`config.mk`:
```
export PLATFORM = sky130hd
export DESIGN_NAME = json_string_unescape_utf8_flat
export DESIGN_NICKNAME = d
export VERILOG_FILES = /design/src/jsu_pkg.sv /design/src/jsu_in_if.sv /design/src/jsu_out_if.sv /design/src/json_string_unescape_utf8.sv /design/src/flat_wrapper.sv
export SDC_FILE = /design/constraint.sdc
export NUM_CORES = 1
export LEC_CHECK = 0
export BUFFER_PORTS_ARGS = -buffer_cell sky130_fd_sc_hd__clkbuf_2
export CORE_ASPECT_RATIO = 0.5
export CORE_MARGIN = 2
export CORE_UTILIZATION = 40
export DETAILED_ROUTE_END_ITERATION = 8
export PLACE_DENSITY = 0.57
export SLEW_MARGIN = 0
export SYNTH_ARGS = -nofsm -noshare
export SYNTH_HDL_FRONTEND = slang
export SYNTH_SLANG_ARGS = --single-unit
export TNS_END_PERCENT = 10
```
`constraint.sdc`:
```
create_clock -name clk -period 5 [get_ports clk]
set_clock_uncertainty 0.05 [all_clocks]
set_input_delay 0.5 -clock clk [delete_from_list [all_inputs] [get_ports clk]]
set_output_delay 0.5 -clock clk [all_outputs]
set_load 0.03 [all_outputs]
```
`src/jsu_pkg.sv`:
```
// Shared types, character constants and decode and encode functions of the JSON string unescaper.
package jsu_pkg;

	typedef enum logic [1:0] {
		KIND_DATA = 2'd0,
		KIND_DONE = 2'd1,
		KIND_ERR  = 2'd2
	} kind_t;

	typedef enum logic [2:0] {
		ERR_NONE       = 3'd0,
		ERR_NO_QUOTE   = 3'd1,
		ERR_UNTERM_STR = 3'd2,
		ERR_CTRL       = 3'd3,
		ERR_UNTERM_ESC = 3'd4,
		ERR_BAD_ESC    = 3'd5,
		ERR_TRUNC_HEX  = 3'd6,
		ERR_BAD_HEX    = 3'd7
	} err_t;

	typedef struct packed {
		logic [7:0] data;
		kind_t      kind;
		err_t       err;
	} res_t;

	typedef struct packed {
		logic [3:0][7:0] b;
		logic [2:0]      len;
	} utf8_t;

	localparam logic [7:0]  CH_QUOTE   = 8'h22;
	localparam logic [7:0]  CH_BSLASH  = 8'h5C;
	localparam logic [7:0]  CH_U       = 8'h75;
	localparam logic [7:0]  CTRL_LIMIT = 8'h20;
	localparam logic [15:0] SURR_HI_LO = 16'hD800;
	localparam logic [15:0] SURR_HI_HI = 16'hDBFF;
	localparam logic [15:0] SURR_LO_LO = 16'hDC00;
	localparam logic [15:0] SURR_LO_HI = 16'hDFFF;
	localparam logic [20:0] CP_SUPP    = 21'h10000;
	localparam logic [20:0] CP_REPL    = 21'h0FFFD;
	localparam logic [7:0]  LEAD2      = 8'hC0;
	localparam logic [7:0]  LEAD3      = 8'hE0;
	localparam logic [7:0]  LEAD4      = 8'hF0;
	localparam logic [7:0]  CONT       = 8'h80;

	// Bit 4 set marks a byte that is not a hex digit.
	function automatic logic [4:0] hex_val(input logic [7:0] c);
		logic [4:0] d;
		case (c) inside
			[8'h30:8'h39]: d = {1'b0, c[3:0]};
			[8'h61:8'h66], [8'h41:8'h46]: d = {1'b0, 4'(c[3:0] + 4'd9)};
			default: d = 5'h10;
		endcase
		return d;
	endfunction

	// Bit 8 set marks a simple escape letter; bits 7:0 hold the byte it stands for.
	function automatic logic [8:0] esc_map(input logic [7:0] c);
		logic [8:0] r;
		case (c)
			8'h22: r = {1'b1, 8'h22};
			8'h5C: r = {1'b1, 8'h5C};
			8'h2F: r = {1'b1, 8'h2F};
			8'h6E: r = {1'b1, 8'h0A};
			8'h72: r = {1'b1, 8'h0D};
			8'h74: r = {1'b1, 8'h09};
			8'h62: r = {1'b1, 8'h08};
			8'h66: r = {1'b1, 8'h0C};
			default: r = 9'h000;
		endcase
		return r;
	endfunction

	function automatic utf8_t utf8_enc(input logic [20:0] cp);
		utf8_t u;
		u = '0;
		if (cp < 21'h80) begin
			u.b[0] = cp[7:0];
			u.len = 3'd1;
		end else if (cp < 21'h800) begin
			u.b[0] = LEAD2 | {3'b000, cp[10:6]};
			u.b[1] = CONT | {2'b00, cp[5:0]};
			u.len = 3'd2;
		end else if (cp < 21'h10000) begin
			u.b[0] = LEAD3 | {4'b0000, cp[15:12]};
			u.b[1] = CONT | {2'b00, cp[11:6]};
			u.b[2] = CONT | {2'b00, cp[5:0]};
			u.len = 3'd3;
		end else begin
			u.b[0] = LEAD4 | {5'b00000, cp[20:18]};
			u.b[1] = CONT | {2'b00, cp[17:12]};
			u.b[2] = CONT | {2'b00, cp[11:6]};
			u.b[3] = CONT | {2'b00, cp[5:0]};
			u.len = 3'd4;
		end
		return u;
	endfunction

endpackage

```
`src/jsu_in_if.sv`:
```
// Input channel carrying raw string bytes and the end-of-input marker.
interface jsu_in_if;
	logic       valid;
	logic       ready;
	logic [7:0] in_byte;
	logic       end_of_input;

	modport source (output valid, output in_byte, output end_of_input, input ready);
	modport sink (input valid, input in_byte, input end_of_input, output ready);
endinterface

```
`src/jsu_out_if.sv`:
```
// Output channel carrying decoded UTF-8 bytes, completion and error results.
interface jsu_out_if;
	import jsu_pkg::*;

	logic       valid;
	logic       ready;
	logic [7:0] out_byte;
	kind_t      kind;
	err_t       error_code;
	logic       last;

	modport source (output valid, output out_byte, output kind, output error_code, output last,
		input ready);
	modport sink (input valid, input out_byte, input kind, input error_code, input last,
		output ready);
endinterface

```
`src/json_string_unescape_utf8.sv`:
```
// JSON string unescaper: input register, single-pass decode and a four-entry result buffer.
// An accepted item is held in the input register; its results load into the result buffer once that is free.
// An item that yields zero or one result passes at one item per cycle while the output is ready; an item
// that yields n results holds the result buffer until all n are taken, one result per cycle while ready.
// Reset clears the input stage, the result buffer and the decoder state to idle.
module json_string_unescape_utf8 (
	input logic        clk,
	input logic        arst_n,
	jsu_in_if.sink     raw,
	jsu_out_if.source  decoded
);
	import jsu_pkg::*;

	typedef enum logic [2:0] {
		PH_IDLE,
		PH_STR,
		PH_ESC,
		PH_HEX1,
		PH_AFTER_HI,
		PH_AFTER_HI_BS,
		PH_HEX2
	} phase_t;

	logic        vld_s1;
	logic [7:0]  byte_s1;
	logic        eoi_s1;

	phase_t      phase_q, ph_n;
	logic [1:0]  hc_q, hc_n;
	logic [15:0] acc_q, acc_n;
	logic [9:0]  hh_q, hh_n;
	logic        bad_q, bad_n;

	res_t        buf_q [4];
	logic [2:0]  cnt_q;

	logic [4:0]  digit;
	logic [8:0]  esc;
	logic [15:0] acc_sh;
	logic        bad_sh;
	logic        is_low;
	logic        pre;
	logic        do_sb;
	logic        do_eb;
	logic        fail_v;
	err_t        fail_code;
	logic        to_idle;
	logic        emit_one;
	res_t        one_res;
	logic        emit_cp;
	logic [20:0] cp_v;
	utf8_t       enc;
	res_t        tail [4];
	logic [2:0]  tail_n;
	res_t        load_a [4];
	logic [2:0]  load_n;

	logic        take;
	logic        buf_free;
	logic        advance;
	logic        accept;

	always_comb begin
		ph_n = phase_q;
		hc_n = hc_q;
		acc_n = acc_q;
		hh_n = hh_q;
		bad_n = bad_q;
		pre = 1'b0;
		do_sb = 1'b0;
		do_eb = 1'b0;
		fail_v = 1'b0;
		fail_code = ERR_NONE;
		to_idle = 1'b0;
		emit_one = 1'b0;
		one_res = '{data: 8'h00, kind: KIND_DATA, err: ERR_NONE};
		emit_cp = 1'b0;
		cp_v = '0;
		digit = hex_val(byte_s1);
		esc = esc_map(byte_s1);
		acc_sh = {acc_q[11:0], digit[3:0]};
		bad_sh = bad_q | digit[4];
		is_low = (acc_sh >= SURR_LO_LO) && (acc_sh <= SURR_LO_HI);

		case (phase_q)
			PH_IDLE: begin
				if (eoi_s1 || byte_s1 != CH_QUOTE) begin
					fail_v = 1'b1;
					fail_code = ERR_NO_QUOTE;
				end else begin
					ph_n = PH_STR;
				end
			end
			PH_STR: begin
				if (eoi_s1) begin
					fail_v = 1'b1;
					fail_code = ERR_UNTERM_STR;
				end else begin
					do_sb = 1'b1;
				end
			end
			PH_ESC: begin
				if (eoi_s1) begin
					fail_v = 1'b1;
					fail_code = ERR_UNTERM_ESC;
				end else begin
					do_eb = 1'b1;
				end
			end
			PH_HEX1, PH_HEX2: begin
				if (eoi_s1) begin
					fail_v = 1'b1;
					fail_code = ERR_TRUNC_HEX;
				end else begin
					bad_n = bad_sh;
					acc_n = acc_sh;
					if (hc_q != 2'd3) begin
						hc_n = hc_q + 2'd1;
					end else if (bad_sh) begin
						fail_v = 1'b1;
						fail_code = ERR_BAD_HEX;
					end else begin
						hc_n = 2'd0;
						acc_n = '0;
						if (phase_q == PH_HEX1) begin
							if (acc_sh >= SURR_HI_LO && acc_sh <= SURR_HI_HI) begin
								hh_n = acc_sh[9:0];
								ph_n = PH_AFTER_HI;
							end else begin
								emit_cp = 1'b1;
								cp_v = is_low ? CP_REPL : {5'b00000, acc_sh};
								ph_n = PH_STR;
							end
						end else begin
							emit_cp = 1'b1;
							cp_v = is_low ? CP_SUPP + {1'b0, hh_q, acc_sh[9:0]} : CP_REPL;
							hh_n = '0;
							ph_n = PH_STR;
						end
					end
				end
			end
			PH_AFTER_HI: begin
				pre = 1'b1;
				hh_n = '0;
				ph_n = PH_STR;
				if (eoi_s1) begin
					fail_v = 1'b1;
					fail_code = ERR_UNTERM_STR;
				end else if (byte_s1 == CH_BSLASH) begin
					ph_n = PH_AFTER_HI_BS;
				end else begin
					do_sb = 1'b1;
				end
			end
			PH_AFTER_HI_BS: begin
				if (!eoi_s1 && byte_s1 == CH_U) begin
					ph_n = PH_HEX2;
					hc_n = 2'd0;
					acc_n = '0;
					bad_n = 1'b0;
				end else begin
					pre = 1'b1;
					hh_n = '0;
					ph_n = PH_ESC;
					if (eoi_s1) begin
						fail_v = 1'b1;
						fail_code = ERR_UNTERM_ESC;
					end else begin
						do_eb = 1'b1;
					end
				end
			end
			default: begin
				to_idle = 1'b1;
			end
		endcase

		if (do_sb) begin
			if (byte_s1 == CH_QUOTE) begin
				emit_one = 1'b1;
				one_res.kind = KIND_DONE;
				to_idle = 1'b1;
			end else if (byte_s1 < CTRL_LIMIT) begin
				fail_v = 1'b1;
				fail_code = ERR_CTRL;
			end else if (byte_s1 == CH_BSLASH) begin
				ph_n = PH_ESC;
			end else begin
				emit_one = 1'b1;
				one_res.data = byte_s1;
			end
		end

		if (do_eb) begin
			if (esc[8]) begin
				emit_one = 1'b1;
				one_res.data = esc[7:0];
				ph_n = PH_STR;
			end else if (byte_s1 == CH_U) begin
				ph_n = PH_HEX1;
				hc_n = 2'd0;
				acc_n = '0;
				bad_n = 1'b0;
			end else begin
				fail_v = 1'b1;
				fail_code = ERR_BAD_ESC;
			end
		end

		if (fail_v) begin
			emit_one = 1'b1;
			one_res = '{data: 8'h00, kind: KIND_ERR, err: fail_code};
			to_idle = 1'b1;
		end

		if (to_idle) begin
			ph_n = PH_IDLE;
			hc_n = 2'd0;
			acc_n = '0;
			hh_n = '0;
			bad_n = 1'b0;
		end
	end

	// The replacement character, when present, always precedes at most one other result.
	always_comb begin
		enc = utf8_enc(cp_v);
		tail[0] = one_res;
		tail[1] = '{data: enc.b[1], kind: KIND_DATA, err: ERR_NONE};
		tail[2] = '{data: enc.b[2], kind: KIND_DATA, err: ERR_NONE};
		tail[3] = '{data: enc.b[3], kind: KIND_DATA, err: ERR_NONE};
		tail_n = 3'd0;
		if (emit_cp) begin
			tail[0] = '{data: enc.b[0], kind: KIND_DATA, err: ERR_NONE};
			tail_n = enc.len;
		end else if (emit_one) begin
			tail_n = 3'd1;
		end

		if (pre) begin
			load_a[0] = '{data: 8'hEF, kind: KIND_DATA, err: ERR_NONE};
			load_a[1] = '{data: 8'hBF, kind: KIND_DATA, err: ERR_NONE};
			load_a[2] = '{data: 8'hBD, kind: KIND_DATA, err: ERR_NONE};
			load_a[3] = tail[0];
			load_n = 3'd3 + tail_n;
		end else begin
			load_a = tail;
			load_n = tail_n;
		end
	end

	assign take = decoded.valid && decoded.ready;
	assign buf_free = (cnt_q == 3'd0) || (take && cnt_q == 3'd1);
	assign advance = vld_s1 && (load_n == 3'd0 || buf_free);
	assign raw.ready = !vld_s1 || advance;
	assign accept = raw.valid && raw.ready;

	always_ff @(posedge clk or negedge arst_n) begin
		if (!arst_n) begin
			vld_s1 <= 1'b0;
			phase_q <= PH_IDLE;
			hc_q <= 2'd0;
			acc_q <= '0;
			hh_q <= '0;
			bad_q <= 1'b0;
			cnt_q <= 3'd0;
		end else begin
			if (accept) begin
				vld_s1 <= 1'b1;
			end else if (advance) begin
				vld_s1 <= 1'b0;
			end
			if (advance) begin
				phase_q <= ph_n;
				hc_q <= hc_n;
				acc_q <= acc_n;
				hh_q <= hh_n;
				bad_q <= bad_n;
			end
			if (advance && load_n != 3'd0) begin
				cnt_q <= load_n;
			end else if (take) begin
				cnt_q <= cnt_q - 3'd1;
			end
		end
	end

	always_ff @(posedge clk) begin
		if (accept) begin
			byte_s1 <= raw.in_byte;
			eoi_s1 <= raw.end_of_input;
		end
		if (advance && load_n != 3'd0) begin
			buf_q <= load_a;
		end else if (take) begin
			buf_q[0] <= buf_q[1];
			buf_q[1] <= buf_q[2];
			buf_q[2] <= buf_q[3];
		end
	end

	assign decoded.valid = cnt_q != 3'd0;
	assign decoded.out_byte = buf_q[0].data;
	assign decoded.kind = buf_q[0].kind;
	assign decoded.error_code = buf_q[0].err;
	assign decoded.last = cnt_q == 3'd1;

	a_cnt_range: assert property (@(posedge clk) disable iff (!arst_n)
		cnt_q <= 3'd4)
		else $error("Result buffer count exceeds its depth.");

	a_burst_cont: assert property (@(posedge clk) disable iff (!arst_n)
		(decoded.valid && !decoded.last) |=> decoded.valid)
		else $error("Result burst broke off before its last result.");

	a_term_last: assert property (@(posedge clk) disable iff (!arst_n)
		(decoded.valid && (decoded.kind == KIND_ERR || decoded.kind == KIND_DONE))
			|-> decoded.last)
		else $error("A done or error result is not the final result of its item.");

	a_stage_fill: assert property (@(posedge clk) disable iff (!arst_n)
		accept |=> vld_s1)
		else $error("Accepted item did not reach the input stage.");

endmodule
```
`src/flat_wrapper.sv`:
```
// flat-port wrapper written by rule: the top's interface ports become plain ports
module json_string_unescape_utf8_flat import jsu_pkg::*;
  (clk, arst_n, raw_valid, raw_in_byte, raw_end_of_input, raw_ready, decoded_valid, decoded_out_byte, decoded_kind, decoded_error_code, decoded_last, decoded_ready);
  jsu_in_if raw_i ();
  jsu_out_if decoded_i ();
  input logic clk;
  input logic arst_n;
  input wire logic [$bits(raw_i.valid)-1:0] raw_valid;
  input wire logic [$bits(raw_i.in_byte)-1:0] raw_in_byte;
  input wire logic [$bits(raw_i.end_of_input)-1:0] raw_end_of_input;
  output wire logic [$bits(raw_i.ready)-1:0] raw_ready;
  output wire logic [$bits(decoded_i.valid)-1:0] decoded_valid;
  output wire logic [$bits(decoded_i.out_byte)-1:0] decoded_out_byte;
  output wire logic [$bits(decoded_i.kind)-1:0] decoded_kind;
  output wire logic [$bits(decoded_i.error_code)-1:0] decoded_error_code;
  output wire logic [$bits(decoded_i.last)-1:0] decoded_last;
  input wire logic [$bits(decoded_i.ready)-1:0] decoded_ready;
  assign raw_i.valid = raw_valid;
  assign raw_i.in_byte = raw_in_byte;
  assign raw_i.end_of_input = raw_end_of_input;
  assign raw_ready = raw_i.ready;
  assign decoded_valid = decoded_i.valid;
  assign decoded_out_byte = decoded_i.out_byte;
  assign decoded_kind = decoded_i.kind;
  assign decoded_error_code = decoded_i.error_code;
  assign decoded_last = decoded_i.last;
  assign decoded_i.ready = decoded_ready;
  json_string_unescape_utf8 u_core (.clk(clk), .arst_n(arst_n), .raw(raw_i), .decoded(decoded_i));
endmodule
```
==> metrics.yaml, run 1 <==
synthTopCellsByArea: "edfxtp_1 (31%), dfrtp_1 (13%), nor2_1 (4.0%)"
io_buffers: 28
dp_hpwl_um: 12200
drc: 0
grt_max_degree: 40
h-tree-depth: 3
startpoint_type: "register"
core_mm2: 0.0145
synth-seq-cells: 93
vdd_ir_drop_max_mv: 0.217
power_mw: 3.93
path_cells: "inv_1 > ha_1 > o21bai_1 > a2111oi_4 > a21oi_1 > nor2_2 > nor3_4 > a31oi_2 > nand2_1 > clkbuf_2"
status: "complete, no violations"
drv_cap: 0
fin_setup_tns_ns: 0
synth_top_flop_cell: "edfxtp_1"
endpoint_kind: "output port"
wl_per_cell_um: 20.0
ant_nets: 0
hp-class: "input pin to async pin"
tightest_slew_ns: 0.975
yosys.area_share.adder_pct: 1.89
syn_avg_cell_area_um2: 9.51
drt_wl_total_um: 16600
via_count: 4996
synth_top_family_by_area: "compound AO/OA/AOI/OAI gates"
cts.sinks: 93
critPathKind: "register to output port"
overflow: 0
grt_pass1_vias: 4607
die_h_um: 90.3
post_cts_buffers: 0
root_buffer: "clkbuf_16"
drt-initial-drc-count: 542
cp.arrival_ns: 3.74
power_leakage_nw: 2.40
die_area_mm2: 0.0160
antenna_found_initial: 0
ctsHoldBuffers: 0
tritoncts: "built"
synthArstFlopShare_pct: 34.4
io-pin-count: 29
gp_congestion: 0.952
groute.usage.overall_pct: 21.5
crit_buf_inv: 2
synthesis.area_mm2: 0.00596
syn_inst: 627
finalCritPeriodShare_pct: 85.8
syn-num-nets: 649
hold_viol_final: 0
final.setup.worst_slack_ns: 0.708
cp.required_ns: 4.45
nets: 650
synth-simple-area-share_pct: 22.1
timing.fmax_mhz: 233
place_ws_ns: 0.954
synth-compound-area-share_pct: 24.8
yosys.area_share.xor_xnor_pct: 0.734
diodes: 0
fin_crit_ns: 4.29
setup_viol: 0
rsz0062_at_grt: "false"
ys_types: 90
rows: 31
path_clk_slew_ns: 0.07
critical_path_peak_fanout: 10
layout-drive-gt1-share_pct: 14.5
cp_top_family: "compound AO/OA/AOI/OAI gates"
chipWidth_um: 177
cpPeakStageDelay_ns: 0.78
powerDensity_mw_per_mm2: 609
yosysTopAreaCell: "edfxtp_1"
clock_latency_ns: 0.35
slowest_stage: "a21oi_1"
start_util_pct: 41.1
numCtsBuffers: 9
grt_pass1_wl_um: 26400
yosysSeqAreaShare_pct: 44.1
syn_to_final_growth_pct: 8.29
clk_path_buf_depth: 2
synth_edf_count: 61
synth_warnings: 0
slew_headroom_pct: 35.0
fill_cells: 1447
synth_top_cell_area_share_pct: 30.7
vias_per_cell: 6.01
final_core_utilization_pct: 44.5
cts_resized: 0
first_pass_iters: 5
slew_viol_final: 0
synthMuxAreaShare_pct: 0.713
-- cells by family (layout without fill, tap and decap cells) --
group / count (synthesis) / after routing
AOI/OAI and AO/OA: 206 / 206
xor gates and xnor gates: 5 / 5
adders and majority gates: 9 / 9
buffers and inverters: 62 / 68
DFF: 93 / 93
muxes: 4 / 4
and+or+nand+nor: 248 / 248
-- per-layer routing --
layer / up-vias / GRT usage [%] / routed length (um)
met4: 0 / 4.82 / 147
met2: 214 / 29.2 / 6600
met3: 13 / 4.92 / 1490
met1: 2404 / 34.0 / 8370
li1: 2365 / - / -
met5: - / 0 / 0
-- flip-flops by register name (all words and copies together) (netlist names) --
register	cells
u_core.hh_q	10
u_core.decoded.out_byte	8
u_core.hc_q	2
u_core.phase_q	3
u_core.decoded.kind	2
u_core.acc_q	12
u_core.buf_q	39
u_core.eoi_s1	1
u_core.byte_s1	8
u_core.bad_q	1
u_core.decoded.error_code	3
u_core.cnt_q	3
u_core.vld_s1	1
-- worst reg2reg max path, delay by kind of cell, from the launching register on --
| family | cells | cell delay (ns) |
|---|---|---|
| flip-flops | 1 | 0.48 |
| adder cells (fa/ha/maj) | 1 | 0.29 |
| AND/OR/NAND/NOR | 2 | 0.47 |
| buffers and inverters | 2 | 0.41 |
| AO/OA/AOI/OAI | 5 | 2.10 |
-- final cells by class --
type	count	area [um^2]	share of cell area (%)
multi-input combinational	472	3000	46.4
sequential	93	2630	40.8
tap	198	248	3.84
clock inverter	7	77.6	1.20
inverter	11	41.3	0.639
timing repair buffer	41	238	3.68
clock buffer	9	225	3.49
-- synth_stat cells (3+ instances only) --
library cell / count
and2_1: 19
a21oi_1: 40
xor2_1: 3
a31oi_1: 20
a221oi_1: 3
o21a_1: 7
o31ai_1: 7
buf_6: 4
nor2b_1: 6
inv_1: 10
buf_2: 9
and3_1: 5
clkbuf_1: 21
o21bai_1: 3
dfrtp_1: 32
a2111o_1: 3
nor3_1: 17
o311ai_0: 5
nand2_1: 61
nand2b_1: 8
or4_1: 4
nor4_1: 5
buf_4: 16
nor3b_1: 3
a211oi_1: 4
nand4_1: 5
o22ai_1: 9
nor2_1: 63
or3_1: 9
or2_2: 5
ha_1: 9
edfxtp_1: 61
and4_1: 3
o21ai_0: 43
nand3_1: 11
a22o_1: 23
-- layout by cell type, fill, tap and decap left out, drive strengths merged, types with 5 or more instances in the layout --
cell type / count
a211oi: 5
a21oi: 43
a22o: 23
a31oi: 21
and2: 19
and3: 8
buf: 13
clkbuf: 37
dfrtp: 32
edfxtp: 61
ha: 9
inv: 14
nand2: 62
nand2b: 9
nand3: 12
nand4: 5
nor2: 65
nor2b: 6
nor3: 18
nor4: 7
o21a: 7
o21ai: 46
o22ai: 9
o311ai: 6
o31ai: 8
or2: 5
or3: 9
or4: 6
-- path summary, 6_finish.rpt --
path,startpoint,depth (start not counted),to,slack [ns]
hold reg to reg,u_core.hh_q[0]$_DFFE_PN0P_,1,u_core.hh_q[0]$_DFFE_PN0P_,0.46
setup reg to reg,u_core.byte_s1[0]$_DFFE_PP_,10,u_core.decoded.out_byte[6]$_DFFE_PP_,0.92
setup / recovery,u_core.byte_s1[0]$_DFFE_PP_,10,raw_ready,0.71
hold / removal,arst_n,1,u_core.acc_q[4]$_DFFE_PN0P_,0.19
max in group asynchronous,arst_n,1,u_core.hh_q[5]$_DFFE_PN0P_,4.17
min in group clk,raw_in_byte[4],1,u_core.byte_s1[4]$_DFFE_PP_,0.27
-- power by group --
group | switching (mW) | internal [mW]
clock network | 0.333 | 0.354
logic | 1.23 | 0.575
registers | 0.213 | 1.23
total | 1.77 | 2.16
-- stage by stage --
stage               cell area (um^2)  std cells  hold slack [ns]
finish                          6460        831            0.195
global route                    6460        831            0.259
CTS                             6460        831            0.210
detailed placement              6160        815            0.448
global placement                6160        815            0.439
floorplan                       5960        627            0.154
Power figures use the tool's default switching activity.
==> run 2: changes to the inputs <==
Settings changed: CTS_BUF_LIST set to sky130_fd_sc_hd__clkbuf_4, REMOVE_ABC_BUFFERS set to 1.
==> metrics.yaml, run 2 (same netlist as run 1, synthesis figures left out) <==
wl_per_cell_um: 19.9  # was 20.0 um
place_inst: 812  # was 815
tritoncts: "built"  # unchanged
core_mm2: 0.0145  # unchanged
startpoint_type: "register"  # unchanged
antenna_found_initial: 0  # unchanged
first_pass_iters: 5  # unchanged
hold_viol_final: 0  # unchanged
tightest_slew_ns: 0.910  # was 0.975 ns
overflow: 0  # unchanged
grt_pass1_wl_um: 25800  # was 26400 um
slowest_stage: "edfxtp_1"  # was a21oi_1
fin_setup_tns_ns: 0  # unchanged
hp-class: "input pin to async pin"  # unchanged
clock_latency_ns: 0.50  # was 0.35 ns
drt-initial-drc-count: 499  # was 542
clk_path_buf_depth: 2  # unchanged
final_cells: 828  # was 831
slew_headroom_pct: 37.8  # was 35.0%
grt_pass1_vias: 4455  # was 4607
status: "complete, no violations"  # unchanged
rows: 31  # unchanged
top_register: "u_core.buf_q"  # unchanged
drt_wl_total_um: 16500  # was 16600 um
diodes: 0  # unchanged
cpPeakStageDelay_ns: 0.57  # was 0.78 ns
path_clk_slew_ns: 0.20  # was 0.07 ns
timing.fmax_mhz: 230  # was 233 MHz
drc: 0  # unchanged
endpoint: "raw_ready"  # unchanged
slew_viol_final: 0  # unchanged
h-tree-depth: 3  # unchanged
groute.usage.overall_pct: 21.0  # was 21.5%
cts.sinks: 93  # unchanged
largest_reg_flops: 39  # unchanged
fill_cells: 1410  # was 1447
drv_cap: 0  # unchanged
power_leakage_nw: 2.33  # was 2.40 nW
chipWidth_um: 177  # unchanged
finalCritPeriodShare_pct: 87.1  # was 85.8%
ant_nets: 0  # unchanged
final_core_utilization_pct: 43.4  # was 44.5%
fin_crit_ns: 4.36  # was 4.29 ns
cp.arrival_ns: 3.81  # was 3.74 ns
root_buffer: "clkbuf_4"  # was clkbuf_16
critPathKind: "register to output port"  # unchanged
die_area_mm2: 0.0160  # unchanged
final_common_cell: "nor2_1"  # unchanged
path_cells: "inv_1 > ha_1 > o21bai_1 > a2111oi_4 > a21oi_1 > buf_4 > nor2_2 > a21oi_2 > a31oi_2 > nand2_1 > clkbuf_2"  # was inv_1 > ha_1 > o21bai_1 > a2111oi_4 > a21oi_1 > nor2_2 > nor3_4 > a31oi_2 > nand2_1 > clkbuf_2
via_count: 4908  # was 4996
cp.required_ns: 4.45  # about the same
post_cts_buffers: 0  # unchanged
final_cell_mix: "nor2_1 (63), edfxtp_1 (61), nand2_1 (60)"  # was nor2_1 (63), nand2_1 (61), edfxtp_1 (61)
vdd_ir_drop_max_mv: 0.356  # was 0.217 mV
r2r-start: "u_core.phase_q[2]$_DFFE_PN0P_"  # was u_core.byte_s1[0]$_DFFE_PP_
cts_resized: 0  # unchanged
r2r_setup_slack_ns: 0.81  # was 0.92 ns
dp_hpwl_um: 11900  # was 12200 um
r2r-end: "u_core.decoded.out_byte[6]$_DFFE_PP_"  # unchanged
critical_path_peak_fanout: 15  # was 10
rsz0062_at_grt: "false"  # unchanged
syn_to_final_growth_pct: 5.56  # was 8.29%
setup_viol: 0  # unchanged
ctsHoldBuffers: 0  # unchanged
gp_congestion: 0.933  # was 0.952
nets: 647  # was 650
reg2reg_depth: 7  # was 10
grt_max_degree: 44  # was 40
die_h_um: 90.3  # unchanged
io-pin-count: 29  # unchanged
reg_top3: "u_core.buf_q (39), u_core.acc_q (12), u_core.hh_q (10)"  # unchanged
numCtsBuffers: 9  # unchanged
layout-drive-gt1-share_pct: 14.3  # was 14.5%
io_buffers: 28  # unchanged
cp-startpoint: "u_core.byte_s1[1]$_DFFE_PP_"  # was u_core.byte_s1[0]$_DFFE_PP_
start_util_pct: 41.1  # unchanged
powerDensity_mw_per_mm2: 586  # was 609 mW/mm^2
vias_per_cell: 5.93  # was 6.01
endpoint_kind: "output port"  # unchanged
run 2: cell count changes in the layout (fill, tap and decap cells not counted):
cell	change
clkbuf_16	-9
clkbuf_4	+9
buf_4	-3
bufinv_16	+1
clkinv_4	-1
clkinv_8	-1
clkinvlp_4	+1
inv_6	-1
inv_8	+1
nand2_1	-1
nand2_2	+1
run 2: through the flow:
stage                     setup slack [ns]  power [mW]  hold slack, ns  cell area, um^2
after detailed placement             0.907        3.21           0.446             6140
after CTS                            0.664        3.68          0.0374             6300
after global routing                 0.385        3.93          0.0724             6300
after floorplan                      0.328        2.64           0.154             5670
final                                0.644        3.69         0.00705             6300
after global placement               0.885        3.20           0.441             6140
run 2: power by group:
group          total (mW)  internal, mW  switching (mW)
Combinational        1.80         0.562            1.24
Clock               0.476         0.165           0.311
Sequential           1.41          1.23           0.188
Total                3.69          1.95            1.74
run 2: how the worst min path moves through the flow:
stage,from,end,slack (ns),cells past startpoint
after floorplan,arst_n,u_core.acc_q[0]$_DFFE_PN0P_,0.15,0
after detailed placement,u_core.buf_q[6]$_DFFE_PP_,u_core.buf_q[19]$_DFFE_PP_,0.45,2
after global routing,arst_n,u_core.phase_q[0]$_DFFE_PN0P_,0.07,1
final,arst_n,u_core.phase_q[0]$_DFFE_PN0P_,0.007,1
after global placement,u_core.buf_q[6]$_DFFE_PP_,u_core.buf_q[19]$_DFFE_PP_,0.44,2
after CTS,arst_n,u_core.hc_q[0]$_DFFE_PN0P_,0.04,1
run 2: final cells by class:
| cell class | instances | area, um^2 | share of cell area (%) |
|---|---|---|---|
| multi-input cells | 472 | 3000 | 47.6 |
| well taps | 198 | 248 | 3.93 |
| clock inverters | 7 | 92.6 | 1.47 |
| flip-flops and latches | 93 | 2630 | 41.8 |
| clock buffers | 9 | 67.6 | 1.07 |
| repair buffers | 38 | 215 | 3.42 |
| inverters | 11 | 41.3 | 0.656 |
run 2: critical path: cells and delay by family (launching register included):
kind	cells	cell delay [ns]
adders and majority gates	1	0.28
DFF	1	0.57
buffers and inverters	3	0.58
and+or+nand+nor	2	0.58
AOI/OAI and AO/OA	5	1.33
run 2: routing by layer:
| metal | global-route usage [%] | up-vias | wire, um | part of all wire, % |
|---|---|---|---|---|
| li1 | - | 2358 | - | - |
| met1 | 33.7 | 2304 | 8730 | 53 |
| met2 | 27.4 | 227 | 6170 | 37 |
| met3 | 5.72 | 19 | 1410 | 8.5 |
| met4 | 4.13 | 0 | 204 | 1.2 |
| met5 | 0 | - | 0 | 0 |
==> run 3: changes to the inputs <==
Settings changed: RECOVER_POWER set to 100.
==> metrics.yaml, run 3 (same netlist as run 1, synthesis figures left out) <==
root_buffer: "clkbuf_4"  # unchanged
critical_path_peak_fanout: 16  # was 15
via_count: 4957  # was 4908
io-pin-count: 29  # unchanged
wl_per_cell_um: 20.0  # was 19.9 um
powerDensity_mw_per_mm2: 583  # was 586 mW/mm^2
cp_common_cell: "nand2_1"
core_mm2: 0.0145  # unchanged
final.setup.worst_slack_ns: 0.467  # was 0.644 ns
diodes: 0  # unchanged
r2r_setup_slack_ns: 0.61  # was 0.81 ns
clk_path_buf_depth: 2  # unchanged
status: "complete, but fails checks"  # was complete, no violations
critPathKind: "register to output port"  # unchanged
finalCritPeriodShare_pct: 90.7  # was 87.1%
fin_crit_ns: 4.53  # was 4.36 ns
drv_cap: 1  # was 0
gp_congestion: 0.933  # unchanged
final_area_mm2: 0.00625  # was 0.00630 mm^2
rsz0062_at_grt: "false"  # unchanged
reg2reg_depth: 9  # was 7
path_clk_slew_ns: 0.19  # was 0.20 ns
placed_area_mm2: 0.00614  # unchanged
h-tree-depth: 3  # unchanged
rows: 31  # unchanged
tightest_slew_ns: 1.81  # was 0.910 ns
power_mw: 3.64  # was 3.69 mW
endpoint_kind: "output port"  # unchanged
timing.fmax_mhz: 221  # was 230 MHz
cp.required_ns: 4.45  # about the same
hp-class: "input pin to register"  # was input pin to async pin
holdPathStages: 1
reg_top3: "u_core.buf_q (39), u_core.acc_q (12), u_core.hh_q (10)"  # unchanged
overflow: 0  # unchanged
grt_max_degree: 44  # unchanged
syn_to_final_growth_pct: 4.82  # was 5.56%
start_util_pct: 41.1  # unchanged
die_area_mm2: 0.0160  # unchanged
chipWidth_um: 177  # unchanged
violations: "max-capacitance violations, max-slew violations"
setup_viol: 0  # unchanged
place_ws_ns: 0.907  # unchanged
post_cts_buffers: 0  # unchanged
clock_latency_ns: 0.49  # was 0.50 ns
register_area_mm2: 0.00263  # unchanged
cts.sinks: 93  # unchanged
antenna_found_initial: 0  # unchanged
dp_hpwl_um: 11900  # unchanged
die_h_um: 90.3  # unchanged
hold_viol_final: 0  # unchanged
fin_setup_tns_ns: 0  # unchanged
grt_pass1_vias: 4455  # unchanged
slew_headroom_pct: -20.5  # was 37.8%
first_pass_iters: 7  # was 5
vias_per_cell: 5.99  # was 5.93
drt-initial-drc-count: 506  # was 499
startpoint_type: "register"  # unchanged
fill_cells: 1430  # was 1410
nets: 647  # unchanged
largest_reg_flops: 39  # unchanged
drt_wl_total_um: 16500  # about the same
cts_resized: 0  # unchanged
final_common_cell: "nor2_1"  # unchanged
cpPeakStageDelay_ns: 0.66  # was 0.57 ns
slew_viol_final: 33  # was 0
final_core_utilization_pct: 43.1  # was 43.4%
slowest_stage: "dfrtp_1"  # was edfxtp_1
path_cells: "and3b_1 > or3_1 > a211oi_4 > nand2_1 > a21oi_1 > a31oi_2 > nand2_1 > clkbuf_1"  # was inv_1 > ha_1 > o21bai_1 > a2111oi_4 > a21oi_1 > buf_4 > nor2_2 > a21oi_2 > a31oi_2 > nand2_1 > clkbuf_2
layout-drive-gt1-share_pct: 11.0  # was 14.3%
final_cell_mix: "nor2_1 (63), edfxtp_1 (61), nand2_1 (60)"  # unchanged
multi_input_area_mm2: 0.00298  # was 0.00300 mm^2
top_register: "u_core.buf_q"  # unchanged
ctsHoldBuffers: 0  # unchanged
ant_nets: 0  # unchanged
drc: 0  # unchanged
cp.arrival_ns: 3.98  # was 3.81 ns
numCtsBuffers: 9  # unchanged
grt_pass1_wl_um: 25800  # unchanged
io_buffers: 28  # unchanged
power_leakage_nw: 2.26  # was 2.33 nW
vdd_ir_drop_max_mv: 0.348  # was 0.356 mV
tritoncts: "built"  # unchanged
groute.usage.overall_pct: 21.0  # unchanged
## run 3: where the power goes
part	switching, mW	leakage (nW)	internal [mW]
combinational	1.23	1.16	0.522
sequential	0.189	1.03	1.23
clock	0.308	0.0794	0.165
total	1.73	2.26	1.91
## run 3: worst max-delay path, delay by kind of cell, from the launching register on
family / cells / cell delay, ns
AO/OA/AOI/OAI: 3 / 1.29
buffers and inverters: 1 / 0.34
flip-flops: 1 / 0.66
AND/OR/NAND/NOR: 4 / 1.17
## run 3: path summary, 6_finish.rpt
check / from / endpoint
worst max-delay path: u_core.phase_q[2]$_DFFE_PN0P_ / raw_ready
worst min-delay path: raw_in_byte[1] / u_core.byte_s1[1]$_DFFE_PP_
worst max register to register: u_core.phase_q[2]$_DFFE_PN0P_ / u_core.buf_q[20]$_DFFE_PP_
worst min register to register: u_core.buf_q[36]$_DFFE_PP_ / u_core.decoded.out_byte[5]$_DFFE_PP_
max in group asynchronous: arst_n / u_core.hh_q[8]$_DFFE_PN0P_
min in group asynchronous: arst_n / u_core.hc_q[0]$_DFFE_PN0P_
## run 3: routing by layer
metal  track usage [%]  part of all wire (%)  vias up
li1                  -                     -     2358
met1              33.7                    52     2339
met2              27.4                    38      245
met3              5.72                   9.4       15
met4              4.13                  0.73        0
met5                 0                     0        -
## run 3: final cells by class
cell class | count | area share, %
sequential | 93 | 42.1
timing repair buffer | 38 | 3.00
multi-input combinational | 472 | 47.7
inverter | 11 | 0.660
tap | 198 | 3.96
clock buffer | 9 | 1.08
clock inverter | 7 | 1.48
## run 3: through the flow
stage | hold slack, ns | cells
floorplan | 0.154 | 576
global route | 0.113 | 828
detailed placement | 0.446 | 812
CTS | 0.0374 | 828
global placement | 0.441 | 812
finish | 0.144 | 828
